[src/rtl/wmfp_pkg.sv]
// ----------------------------------------------------------------------------
// wmfp_pkg: shared types and constants for the MAC frame parser
// Record kinds, header offsets, the per-frame summary handed from the
// front end to the record emitter, and the queue status bundle.
// ----------------------------------------------------------------------------
package wmfp_pkg;

  localparam int unsigned SSID_MAX_BYTES  = 32;
  localparam int unsigned SSID_IDX_W      = $clog2(SSID_MAX_BYTES);
  localparam logic [15:0] MAX_FRAME_BYTES = 16'hFFFF;
  localparam logic [15:0] TAG_BASE        = 16'd36;
  localparam int unsigned QUEUE_DEPTH     = 2;

  // frame control type / subtype codes (fc0 with version bits masked)
  localparam logic [1:0] FC_TYPE_CTRL    = 2'd1;
  localparam logic [7:0] FC_KIND_MASK    = 8'hFC;
  localparam logic [7:0] FC_KIND_BEACON  = 8'h80;
  localparam logic [7:0] FC_KIND_AUTH    = 8'hB0;
  localparam logic [7:0] FC_KIND_DATA    = 8'h08;
  localparam logic [7:0] FC1_PROT_MASK   = 8'h40;
  localparam logic [47:0] SNAP_HEADER    = 48'h0000_0003_AAAA;

  typedef enum logic [3:0] {
    REC_TOO_SHORT = 4'd0,
    REC_FC        = 4'd1,
    REC_ADDR1     = 4'd2,
    REC_ADDR2     = 4'd3,
    REC_ADDR3     = 4'd4,
    REC_SEQ       = 4'd5,
    REC_SSID_LEN  = 4'd6,
    REC_SSID_BYTE = 4'd7,
    REC_AUTH_ENC  = 4'd8,
    REC_AUTH_ALG  = 4'd9,
    REC_AUTH_SEQ  = 4'd10,
    REC_AUTH_STAT = 4'd11,
    REC_DATA_ENC  = 4'd12,
    REC_ETHERTYPE = 4'd13
  } rec_kind_e;

  typedef enum logic {
    BK_IDLE = 1'b0,
    BK_EMIT = 1'b1
  } back_state_e;

  typedef logic [SSID_MAX_BYTES-1:0][7:0] ssid_t;

  // everything the emitter needs about one finished frame
  typedef struct packed {
    logic [15:0] len;
    logic [15:0] cw;
    logic [47:0] ra;
    logic [47:0] ta;
    logic [47:0] a3;
    logic [15:0] seq;
    logic [63:0] body;
    logic [15:0] nto;
    logic        seen;
    logic [7:0]  decl;
    ssid_t       ssid;
  } frame_sum_t;

  typedef struct packed {
    logic full;
    logic empty;
  } queue_stat_t;

endpackage

[src/rtl/wmfp_front.sv]
// ----------------------------------------------------------------------------
// wmfp_front: byte intake and header capture
// Counts frame bytes, latches header fields and the body head, walks the
// Beacon tagged elements for the first SSID and pushes a frame summary.
// ----------------------------------------------------------------------------
module wmfp_front (
  input  logic                 clk_i,
  input  logic                 rst_ni,
  input  logic                 take_i,      // a byte word is accepted
  input  logic [7:0]           byte_i,
  input  logic                 end_i,
  output logic                 push_o,
  output wmfp_pkg::frame_sum_t sum_o
);

  logic [15:0] pos_q, pos_d, cw_q, cw_d, seq_q, seq_d, nto_q, nto_d;
  logic [47:0] ra_q, ra_d, ta_q, ta_d, a3_q, a3_d;
  logic [63:0] bh_q, bh_d;
  logic        seen_q, seen_d;
  logic [7:0]  decl_q, decl_d;
  wmfp_pkg::ssid_t store_q, store_d;

  logic [15:0] rel;
  logic [16:0] nto1, nto2, nx, k;
  logic        beacon;

  assign beacon = (cw_q[7:0] & wmfp_pkg::FC_KIND_MASK) == wmfp_pkg::FC_KIND_BEACON;
  assign rel    = pos_q - wmfp_pkg::TAG_BASE;
  assign nto1   = {1'b0, nto_q} + 17'd1;
  assign nto2   = {1'b0, nto_q} + 17'd2;
  assign nx     = nto2 + {9'd0, byte_i};
  assign k      = {1'b0, rel} - nto2;

  // next-state for the capture registers
  always_comb begin
    pos_d   = pos_q;
    cw_d    = cw_q;
    ra_d    = ra_q;
    ta_d    = ta_q;
    a3_d    = a3_q;
    seq_d   = seq_q;
    bh_d    = bh_q;
    nto_d   = nto_q;
    seen_d  = seen_q;
    decl_d  = decl_q;
    store_d = store_q;
    if (take_i && pos_q != wmfp_pkg::MAX_FRAME_BYTES) begin
      pos_d = pos_q + 16'd1;
      if (pos_q == 16'd0) cw_d[7:0] = byte_i;
      else if (pos_q == 16'd1) cw_d[15:8] = byte_i;
      else if (pos_q >= 16'd4 && pos_q <= 16'd9) ra_d = {ra_q[39:0], byte_i};
      else if (pos_q >= 16'd10 && pos_q <= 16'd15) ta_d = {ta_q[39:0], byte_i};
      else if (pos_q >= 16'd16 && pos_q <= 16'd21) a3_d = {a3_q[39:0], byte_i};
      else if (pos_q == 16'd22) seq_d[7:0] = byte_i;
      else if (pos_q == 16'd23) seq_d[15:8] = byte_i;
      else if (pos_q >= 16'd24 && pos_q <= 16'd31) begin
        for (int i = 0; i < 8; i++) begin
          if (pos_q[2:0] == 3'(i)) bh_d[8*i +: 8] = byte_i;
        end
      end
      // tagged element walk
      if (pos_q >= wmfp_pkg::TAG_BASE && beacon) begin
        if (!seen_q) begin
          if (rel == nto_q) begin
            decl_d = byte_i;
          end else if ({1'b0, rel} == nto1) begin
            if (decl_q == 8'd0) begin
              seen_d = 1'b1;
              decl_d = byte_i;
            end else begin
              nto_d = nx[16] ? 16'hFFFF : nx[15:0];
            end
          end
        end else if ({1'b0, rel} >= nto2) begin
          if (k < {9'd0, decl_q} && k < 17'(wmfp_pkg::SSID_MAX_BYTES)) begin
            store_d[k[wmfp_pkg::SSID_IDX_W-1:0]] = byte_i;
          end
        end
      end
    end
  end

  // summary reflects the frame including its final byte
  always_comb begin
    sum_o.len  = pos_d;
    sum_o.cw   = cw_d;
    sum_o.ra   = ra_d;
    sum_o.ta   = ta_d;
    sum_o.a3   = a3_d;
    sum_o.seq  = seq_d;
    sum_o.body = bh_d;
    sum_o.nto  = nto_d;
    sum_o.seen = seen_d;
    sum_o.decl = decl_d;
    sum_o.ssid = store_d;
  end

  assign push_o = take_i && end_i;

  // capture registers, cleared at frame end
  always_ff @(posedge clk_i or negedge rst_ni) begin
    if (!rst_ni) begin
      pos_q  <= '0;
      cw_q   <= '0;
      ra_q   <= '0;
      ta_q   <= '0;
      a3_q   <= '0;
      seq_q  <= '0;
      bh_q   <= '0;
      nto_q  <= '0;
      seen_q <= 1'b0;
      decl_q <= '0;
    end else if (push_o) begin
      pos_q  <= '0;
      cw_q   <= '0;
      ra_q   <= '0;
      ta_q   <= '0;
      a3_q   <= '0;
      seq_q  <= '0;
      bh_q   <= '0;
      nto_q  <= '0;
      seen_q <= 1'b0;
      decl_q <= '0;
    end else begin
      pos_q  <= pos_d;
      cw_q   <= cw_d;
      ra_q   <= ra_d;
      ta_q   <= ta_d;
      a3_q   <= a3_d;
      seq_q  <= seq_d;
      bh_q   <= bh_d;
      nto_q  <= nto_d;
      seen_q <= seen_d;
      decl_q <= decl_d;
    end
  end

  // SSID bytes, only read after being written in the same frame
  always_ff @(posedge clk_i) begin
    store_q <= store_d;
  end

endmodule

[src/rtl/wmfp_queue.sv]
// ----------------------------------------------------------------------------
// wmfp_queue: frame summary queue
// Small FIFO of finished-frame summaries between intake and emitter.
// ----------------------------------------------------------------------------
module wmfp_queue (
  input  logic                  clk_i,
  input  logic                  rst_ni,
  input  logic                  push_i,
  input  wmfp_pkg::frame_sum_t  data_i,
  input  logic                  pop_i,
  output wmfp_pkg::frame_sum_t  data_o,
  output wmfp_pkg::queue_stat_t stat_o
);

  localparam int unsigned PtrW = $clog2(wmfp_pkg::QUEUE_DEPTH);
  localparam int unsigned CntW = $clog2(wmfp_pkg::QUEUE_DEPTH + 1);

  wmfp_pkg::frame_sum_t mem_q [wmfp_pkg::QUEUE_DEPTH];
  logic [PtrW-1:0] wr_q, rd_q;
  logic [CntW-1:0] cnt_q;

  assign stat_o.full  = cnt_q == CntW'(wmfp_pkg::QUEUE_DEPTH);
  assign stat_o.empty = cnt_q == '0;
  assign data_o       = mem_q[rd_q];

  // pointers and fill count
  always_ff @(posedge clk_i or negedge rst_ni) begin
    if (!rst_ni) begin
      wr_q  <= '0;
      rd_q  <= '0;
      cnt_q <= '0;
    end else begin
      if (push_i) begin
        wr_q <= (wr_q == PtrW'(wmfp_pkg::QUEUE_DEPTH - 1)) ? '0 : wr_q + PtrW'(1);
      end
      if (pop_i) begin
        rd_q <= (rd_q == PtrW'(wmfp_pkg::QUEUE_DEPTH - 1)) ? '0 : rd_q + PtrW'(1);
      end
      cnt_q <= cnt_q + CntW'(push_i) - CntW'(pop_i);
    end
  end

  // storage
  always_ff @(posedge clk_i) begin
    if (push_i) mem_q[wr_q] <= data_i;
  end

endmodule

[src/rtl/wmfp_back.sv]
// ----------------------------------------------------------------------------
// wmfp_back: record emitter
// Takes one frame summary, steps through its record list one per cycle while
// the output word is free, and drives the registered output word.
// ----------------------------------------------------------------------------
module wmfp_back (
  input  logic                 clk_i,
  input  logic                 rst_ni,
  input  wmfp_pkg::frame_sum_t sum_i,
  input  logic                 avail_i,
  output logic                 pop_o,
  output logic                 valid_o,
  input  logic                 ready_i,
  output wmfp_pkg::rec_kind_e  kind_o,
  output logic [47:0]          value_o,
  output logic                 last_o
);

  wmfp_pkg::back_state_e state_q, state_d;
  wmfp_pkg::frame_sum_t  fr_q;
  logic [5:0]            r_q, r_d;
  logic                  valid_q, valid_d;
  wmfp_pkg::rec_kind_e   kind_q, kind_c;
  logic [47:0]           value_q, value_c;
  logic                  last_q, last_c;

  logic [7:0]  fc0, fc1;
  logic        prot, ctrl, too_short, is_bcn, is_auth, is_data;
  logic        ssid_ok, auth_ok, snap_ok;
  logic [5:0]  cnt, hc, ec, total, e, e1;
  logic [17:0] ssid_end;
  logic [15:0] algo;
  logic        out_free, load;

  // frame classification
  always_comb begin
    fc0       = fr_q.cw[7:0];
    fc1       = fr_q.cw[15:8];
    prot      = (fc1 & wmfp_pkg::FC1_PROT_MASK) != 8'd0;
    ctrl      = fc0[3:2] == wmfp_pkg::FC_TYPE_CTRL;
    too_short = fr_q.len < 16'd10 || (!ctrl && fr_q.len < 16'd24);
    is_bcn    = (fc0 & wmfp_pkg::FC_KIND_MASK) == wmfp_pkg::FC_KIND_BEACON;
    is_auth   = (fc0 & wmfp_pkg::FC_KIND_MASK) == wmfp_pkg::FC_KIND_AUTH;
    is_data   = (fc0 & wmfp_pkg::FC_KIND_MASK) == wmfp_pkg::FC_KIND_DATA;
    ssid_end  = 18'(wmfp_pkg::TAG_BASE) + {2'd0, fr_q.nto} + 18'd2 + {10'd0, fr_q.decl};
    ssid_ok   = fr_q.seen && ssid_end <= {2'd0, fr_q.len};
    cnt       = (fr_q.decl < 8'(wmfp_pkg::SSID_MAX_BYTES))
                ? fr_q.decl[5:0] : 6'(wmfp_pkg::SSID_MAX_BYTES);
    auth_ok   = fr_q.len >= 16'd30;
    snap_ok   = fr_q.len >= 16'd32 && fr_q.body[47:0] == wmfp_pkg::SNAP_HEADER;
    algo      = fr_q.body[15:0];
    hc        = too_short ? 6'd1 : (ctrl ? 6'd2 : 6'd5);
    ec        = 6'd0;
    if (!too_short && !ctrl) begin
      priority if (is_bcn) ec = ssid_ok ? cnt + 6'd1 : 6'd0;
      else if (is_auth)    ec = prot ? 6'd1 : (auth_ok ? 6'd3 : 6'd0);
      else if (is_data)    ec = (prot || snap_ok) ? 6'd1 : 6'd0;
      else                 ec = 6'd0;
    end
    total = hc + ec;
    e     = r_q - hc;
    e1    = e - 6'd1;
  end

  // record at list position r_q
  always_comb begin
    kind_c  = wmfp_pkg::REC_TOO_SHORT;
    value_c = '0;
    last_c  = r_q == total - 6'd1;
    if (too_short) begin
      kind_c = wmfp_pkg::REC_TOO_SHORT;
    end else if (r_q < hc) begin
      unique case (r_q[2:0])
        3'd0: begin
          kind_c  = wmfp_pkg::REC_FC;
          value_c = {37'd0, prot, fc1[1:0], fc0};
        end
        3'd1: begin
          kind_c  = wmfp_pkg::REC_ADDR1;
          value_c = fr_q.ra;
        end
        3'd2: begin
          kind_c  = wmfp_pkg::REC_ADDR2;
          value_c = fr_q.ta;
        end
        3'd3: begin
          kind_c  = wmfp_pkg::REC_ADDR3;
          value_c = fr_q.a3;
        end
        3'd4: begin
          kind_c  = wmfp_pkg::REC_SEQ;
          value_c = {36'd0, fr_q.seq[15:4]};
        end
        default: begin
          kind_c  = wmfp_pkg::REC_TOO_SHORT;
          value_c = '0;
        end
      endcase
    end else if (is_bcn) begin
      if (e == 6'd0) begin
        kind_c  = wmfp_pkg::REC_SSID_LEN;
        value_c = {42'd0, cnt};
      end else begin
        kind_c  = wmfp_pkg::REC_SSID_BYTE;
        value_c = {40'd0, fr_q.ssid[e1[wmfp_pkg::SSID_IDX_W-1:0]]};
      end
    end else if (is_auth) begin
      if (prot) begin
        kind_c  = wmfp_pkg::REC_AUTH_ENC;
        value_c = 48'd1;
      end else if (e == 6'd0) begin
        kind_c  = wmfp_pkg::REC_AUTH_ALG;
        value_c = (algo == 16'd0) ? 48'd0 : ((algo == 16'd1) ? 48'd1 : 48'd2);
      end else if (e == 6'd1) begin
        kind_c  = wmfp_pkg::REC_AUTH_SEQ;
        value_c = {32'd0, fr_q.body[31:16]};
      end else begin
        kind_c  = wmfp_pkg::REC_AUTH_STAT;
        value_c = {32'd0, fr_q.body[47:32]};
      end
    end else if (prot) begin
      kind_c  = wmfp_pkg::REC_DATA_ENC;
      value_c = 48'd1;
    end else begin
      kind_c  = wmfp_pkg::REC_ETHERTYPE;
      value_c = {32'd0, fr_q.body[55:48], fr_q.body[63:56]};
    end
  end

  assign out_free = !valid_q || ready_i;

  // sequencer
  always_comb begin
    state_d = state_q;
    r_d     = r_q;
    pop_o   = 1'b0;
    load    = 1'b0;
    valid_d = valid_q && !ready_i;
    unique case (state_q)
      wmfp_pkg::BK_IDLE: begin
        if (avail_i) begin
          pop_o   = 1'b1;
          r_d     = '0;
          state_d = wmfp_pkg::BK_EMIT;
        end
      end
      wmfp_pkg::BK_EMIT: begin
        if (out_free) begin
          load    = 1'b1;
          valid_d = 1'b1;
          r_d     = r_q + 6'd1;
          if (last_c) state_d = wmfp_pkg::BK_IDLE;
        end
      end
      default: state_d = wmfp_pkg::BK_IDLE;
    endcase
  end

  always_ff @(posedge clk_i or negedge rst_ni) begin
    if (!rst_ni) begin
      state_q <= wmfp_pkg::BK_IDLE;
      r_q     <= '0;
      valid_q <= 1'b0;
    end else begin
      state_q <= state_d;
      r_q     <= r_d;
      valid_q <= valid_d;
    end
  end

  // payload registers
  always_ff @(posedge clk_i) begin
    if (pop_o) fr_q <= sum_i;
    if (load) begin
      kind_q  <= kind_c;
      value_q <= value_c;
      last_q  <= last_c;
    end
  end

  assign valid_o = valid_q;
  assign kind_o  = kind_q;
  assign value_o = value_q;
  assign last_o  = last_q;

endmodule

[src/rtl/wifi_mac_frame_parser.sv]
// ----------------------------------------------------------------------------
// wifi_mac_frame_parser: 802.11 MAC header parser, top level
// Input stream: one frame byte per word in tdata[7:0], tlast on the final
// byte. Output stream: one record per word, tdata[3:0] kind, tdata[51:4]
// value, tlast on the final record of the frame.
// Bytes are taken one per cycle. tready drops only when the summary queue
// already holds two finished frames waiting for the emitter.
// At the final byte the frame summary enters a two-deep queue; an idle
// emitter loads it on the next cycle and then registers its first record.
// Records then follow one per cycle while the receiver is ready, 1 to 38
// per frame, with a gap between frames while the emitter loads the next
// summary. A stalled receiver holds the output word and the emitter, while
// byte intake continues until the queue is full.
// Reset clears the byte counter, captured header fields and all control
// state; no clearing pass is needed.
// ----------------------------------------------------------------------------
module wifi_mac_frame_parser (
  input  logic        clk_i,
  input  logic        rst_ni,
  input  logic        s_axis_tvalid_i,
  output logic        s_axis_tready_o,
  input  logic [7:0]  s_axis_tdata_i,   // [7:0] frame_byte
  input  logic        s_axis_tlast_i,   // frame_end
  output logic        m_axis_tvalid_o,
  input  logic        m_axis_tready_i,
  output logic [55:0] m_axis_tdata_o,   // [3:0] record_kind, [51:4] record_value
  output logic        m_axis_tlast_o    // record_last
);

  logic                  take, push, pop;
  wmfp_pkg::frame_sum_t  sum_in, sum_out;
  wmfp_pkg::queue_stat_t qstat;
  wmfp_pkg::rec_kind_e   kind;
  logic [47:0]           value;

  assign s_axis_tready_o = !qstat.full;
  assign take            = s_axis_tvalid_i && s_axis_tready_o;

  wmfp_front u_front (
    .clk_i  (clk_i),
    .rst_ni (rst_ni),
    .take_i (take),
    .byte_i (s_axis_tdata_i),
    .end_i  (s_axis_tlast_i),
    .push_o (push),
    .sum_o  (sum_in)
  );

  wmfp_queue u_queue (
    .clk_i  (clk_i),
    .rst_ni (rst_ni),
    .push_i (push),
    .data_i (sum_in),
    .pop_i  (pop),
    .data_o (sum_out),
    .stat_o (qstat)
  );

  wmfp_back u_back (
    .clk_i   (clk_i),
    .rst_ni  (rst_ni),
    .sum_i   (sum_out),
    .avail_i (!qstat.empty),
    .pop_o   (pop),
    .valid_o (m_axis_tvalid_o),
    .ready_i (m_axis_tready_i),
    .kind_o  (kind),
    .value_o (value),
    .last_o  (m_axis_tlast_o)
  );

  assign m_axis_tdata_o = {4'd0, value, kind};

  // queue never overflows or underflows
  assert property (@(posedge clk_i) disable iff (!rst_ni) push |-> !qstat.full)
    else $error("summary pushed into full queue");
  assert property (@(posedge clk_i) disable iff (!rst_ni) pop |-> !qstat.empty)
    else $error("summary popped from empty queue");
  // a push without a pop into a queue one short of full leaves it full
  assert property (@(posedge clk_i) disable iff (!rst_ni)
    (push && !pop && !qstat.empty) |=> qstat.full)
    else $error("queue fill count out of step");

endmodule

[config.mk]
export PLATFORM = sky130hd
export DESIGN_NAME = wifi_mac_frame_parser
export DESIGN_NICKNAME = d
export VERILOG_FILES = /design/src/rtl/wmfp_pkg.sv /design/src/rtl/wmfp_front.sv /design/src/rtl/wmfp_queue.sv /design/src/rtl/wmfp_back.sv /design/src/rtl/wifi_mac_frame_parser.sv
export SDC_FILE = /design/constraint.sdc
export NUM_CORES = 2
export LEC_CHECK = 0
export ABC_CLOCK_PERIOD_IN_PS = 26300
export BUFFER_PORTS_ARGS = -buffer_cell sky130_fd_sc_hd__buf_4
export CAP_MARGIN = 40
export CORE_ASPECT_RATIO = 0.8
export CORE_UTILIZATION = 57
export CTS_CLUSTER_DIAMETER = 50
export DETAILED_ROUTE_END_ITERATION = 8
export PLACE_DENSITY = 0.75
export SLEW_MARGIN = 20
export SYNTH_ARGS = -nofsm -noshare
export SYNTH_HDL_FRONTEND = slang
export SYNTH_SLANG_ARGS = --single-unit
[constraint.sdc]
create_clock -name clk_i -period 26.3 [get_ports clk_i]
set_clock_uncertainty 0.2 [all_clocks]
set_input_delay 2.63 -clock clk_i [delete_from_list [all_inputs] [get_ports clk_i]]
set_output_delay 2.63 -clock clk_i [all_outputs]
set_load 0.05 [all_outputs]
==> results.ini <==
[setup_path]
reg2regPathDepth = 27
end_kind = flip-flop
worstPathArrival_ns = 7.36
critPathMaxFanout = 5
rrSetupSlack_ns = 19.33
required_ns = 26.69
start_kind = flip-flop
critical_path_class = reg -> reg
rr_endpoint = u_back.last_o
rr_startpoint = u_back.fr_q[267]

[cts]
htree_levels = 4
cts_resized = 0
cts_buffers = 203
cts_tree = built
clk_pin_slew_ns = 0.06
clk_latency_ns = 0.84
cts_hold_buffers = 0
cts_root_buf = clkbuf_16
clkSinkCount = 2177
postCtsSetupBuffers = 0
clk_path_buf_depth = 3

[floorplanning]
fp-row-count = 127
initial_core_util = 0.574
ios = 72
dieArea_um2 = 153000
die_w_um = 436
die_h_um = 350
coreArea_um2 = 150000

[sta]
finalCritPeriodShare = 0.265
finalSetupViolCount = 0
slew_viol_final = 0
tns_ns = 0
fmax_mhz = 143
rsz0062_at_grt = false
period_minus_slack_ns = 6.97
final_hold_viol_count = 0
max-slew-margin-rel = 0.260
worst_slew_pin_slew_ns = 1.11

[synthesis]
netlist_area_um2 = 86100
seq_area_frac_synth = 0.713
synth_edf_count = 1637
syn_area_per_cell_um2 = 16.9
yosysTopAreaCellShare = 0.571
synth.most_common_cell = edfxtp_1
syn_inst = 5086
yosysTopAreaCell = edfxtp_1
yosys_warnings = 0
netlist_top_cells_area = edfxtp_1, mux2_2, dfrtp_1
synth-main-ff-cell = edfxtp_1
synth_async_sr_flop_share = 0.130
ys_top_cells_by_count = edfxtp_1, mux2_2, dfrtp_1
synth_cell_types = 93
yosys_register_bits = 2177

[route]
wl_per_cell_um = 25.1
drtIter0Drc = 4765
drc = 0
wl_um = 186000
dr.pass1.iters = 6
vias_per_cell = 6.01
ant_nets = 0
num_vias = 44553

[min_path]
hp-start = u_front.store_q[67]
hold_path.class = reg -> reg
min_path_cells = 1
hold_path_end = u_front.store_q[67]

[status]
status = finished clean

[place]
gp_congestion = 0.927
io_buffers = 67
dp_hpwl_um = 113000
dp_cells = 7014
placed_cell_area_um2 = 89500

[global_route]
grt_use_total = 0.243
grt_first_pass_wirelength_um = 279000
grt_max_degree = 177
grt_overflow = 0
antenna_found_initial = 5
grt_pass1_vias = 44474

[cells_and_area]
finalInstanceArea_um2 = 96300
antenna_cells = 0
nets = 5343
syn_to_final_growth_pct = 11.9
fin_cells = 7409
drive_above_1_share = 0.298

[power_and_ir_drop]
vdd_drop_max_mv = 0.0908
p_total_mw = 9.67
leakagePower_nw = 35.2
power.density_nw_per_um2 = 100

[flow_run]
cap_violations = 0

-- layer usage --
metal,track usage,vias to the layer above,routed length [um],share of wire
met2,0.372,1512,85000,0.46
met4,0.0668,2,4320,0.023
met1,0.361,23040,83200,0.45
li1,-,19731,-,-
met5,0,-,15,0.000081
met3,0.0442,268,13200,0.071
-- logic make-up after synthesis --
| group | after synthesis | share of synthesized area |
|---|---|---|
| adder cells (fa/ha/maj) | 103 | 0.0154 |
| multiplexers | 1147 | 0.158 |
| other | 1 | 0.0000436 |
| buffers and inverters | 334 | 0.0151 |
| XOR/XNOR | 114 | 0.0126 |
| flip-flops | 2177 | 0.713 |
| AO/OA/AOI/OAI | 395 | 0.0328 |
| AND/OR/NAND/NOR | 815 | 0.0528 |
-- sequential cells by signal (all words and copies together), names as in the netlist, 8 cells and up --
register and cells:
u_queue.mem_q 1056, u_back.fr_q 501, u_front.store_q 256, u_front.bh_q 64
u_back.value_o 48, u_front.a3_q 48, u_front.ra_q 48, u_front.ta_q 48
u_back.algo 16, u_front.nto_q 16, u_front.pos_q 16, u_front.seq_q 12
u_front.cw_q 11, u_back.fc0 8, u_front.decl_q 8
-- how the worst max path moves through the flow --
stage | startpoint | endpoint | slack (ns) | cells past startpoint
after floorplan | s_axis_tvalid_i | u_queue.mem_q[0][0] | 8.69 | 4
after global placement | s_axis_tvalid_i | u_queue.mem_q[0][437] | 18.37 | 8
after detailed placement | s_axis_tvalid_i | u_queue.mem_q[1][445] | 19.03 | 10
after CTS | u_back.fr_q[267] | u_back.last_o | 19.37 | 26
after global routing | u_back.fr_q[267] | u_back.last_o | 18.88 | 26
final | u_back.fr_q[267] | u_back.last_o | 19.33 | 27
-- worst max-delay path, stage by stage, from the launching register on --
cell       delay [ns]
edfxtp_1         0.43
ha_1             0.32
ha_1             0.28
ha_1             0.35
a21o_1           0.14
a21oi_1          0.09
nor2b_1          0.12
o21ai_0          0.15
a2111oi_0        0.76
buf_1            0.19
maj3_1           0.16
nand2_1          0.06
xnor2_1          0.13
ha_1             0.29
nand3_1          0.14
or4_1            0.55
a21o_1           0.27
nor2_1           0.34
a22o_1           0.20
nand2_1          0.05
ha_1             0.27
fa_1             0.44
inv_1            0.08
a21o_1           0.11
a21oi_1          0.08
xnor2_1          0.14
xor2_1           0.16
and3_1           0.20
-- report_power, final --
| group | switching (mW) | internal [mW] | leakage, nW |
|---|---|---|---|
| Combinational | 1.56 | 0.947 | 10.9 |
| Clock | 1.26 | 1.62 | 3.20 |
| Sequential | 0.124 | 4.16 | 21.2 |
| Total | 2.94 | 6.73 | 35.2 |
-- layout make-up --
class                           instances  area (um2)
Multi-Input combinational cell       2578       23500
Inverter                               82         315
Clock inverter                         81         852
Sequential cell                      2177       61400
Timing Repair Buffer                  186        1960
Clock buffer                          306        5770
Tap cell                             1999        2500
Fill cell                           10170       53500
-- stage by stage --
stage          worst slack (ns)  hold slack [ns]  utilization
2_1_floorplan              8.69            0.251            -
3_3_place_gp              18.37            0.259        0.593
3_5_place_dp              19.03            0.272        0.597
4_1_cts                   19.37            0.286        0.642
5_1_grt                   18.88            0.296        0.643
6_report                  19.33            0.283        0.643
-- placed cells by master (no fill, tap or decap), drive strengths merged, types with 13 or more instances in the layout --
cell    count
and3       15
clkinv     57
buf       184
nor2      125
nand3      88
o211ai     13
nor4       32
clkbuf    308
mux2i      53
a211oi     19
xnor2      64
o21ai      65
a31oi      23
inv        91
xor2       44
a21oi      73
nand2     129
o21a       20
nor2b      13
edfxtp   1637
dfrtp     284
ha         97
nor3       42
nand4      33
a22oi      20
a222oi     37
mux4       65
dfxtp     256
mux2     1029
and2      267
Power figures use the tool's default switching activity.
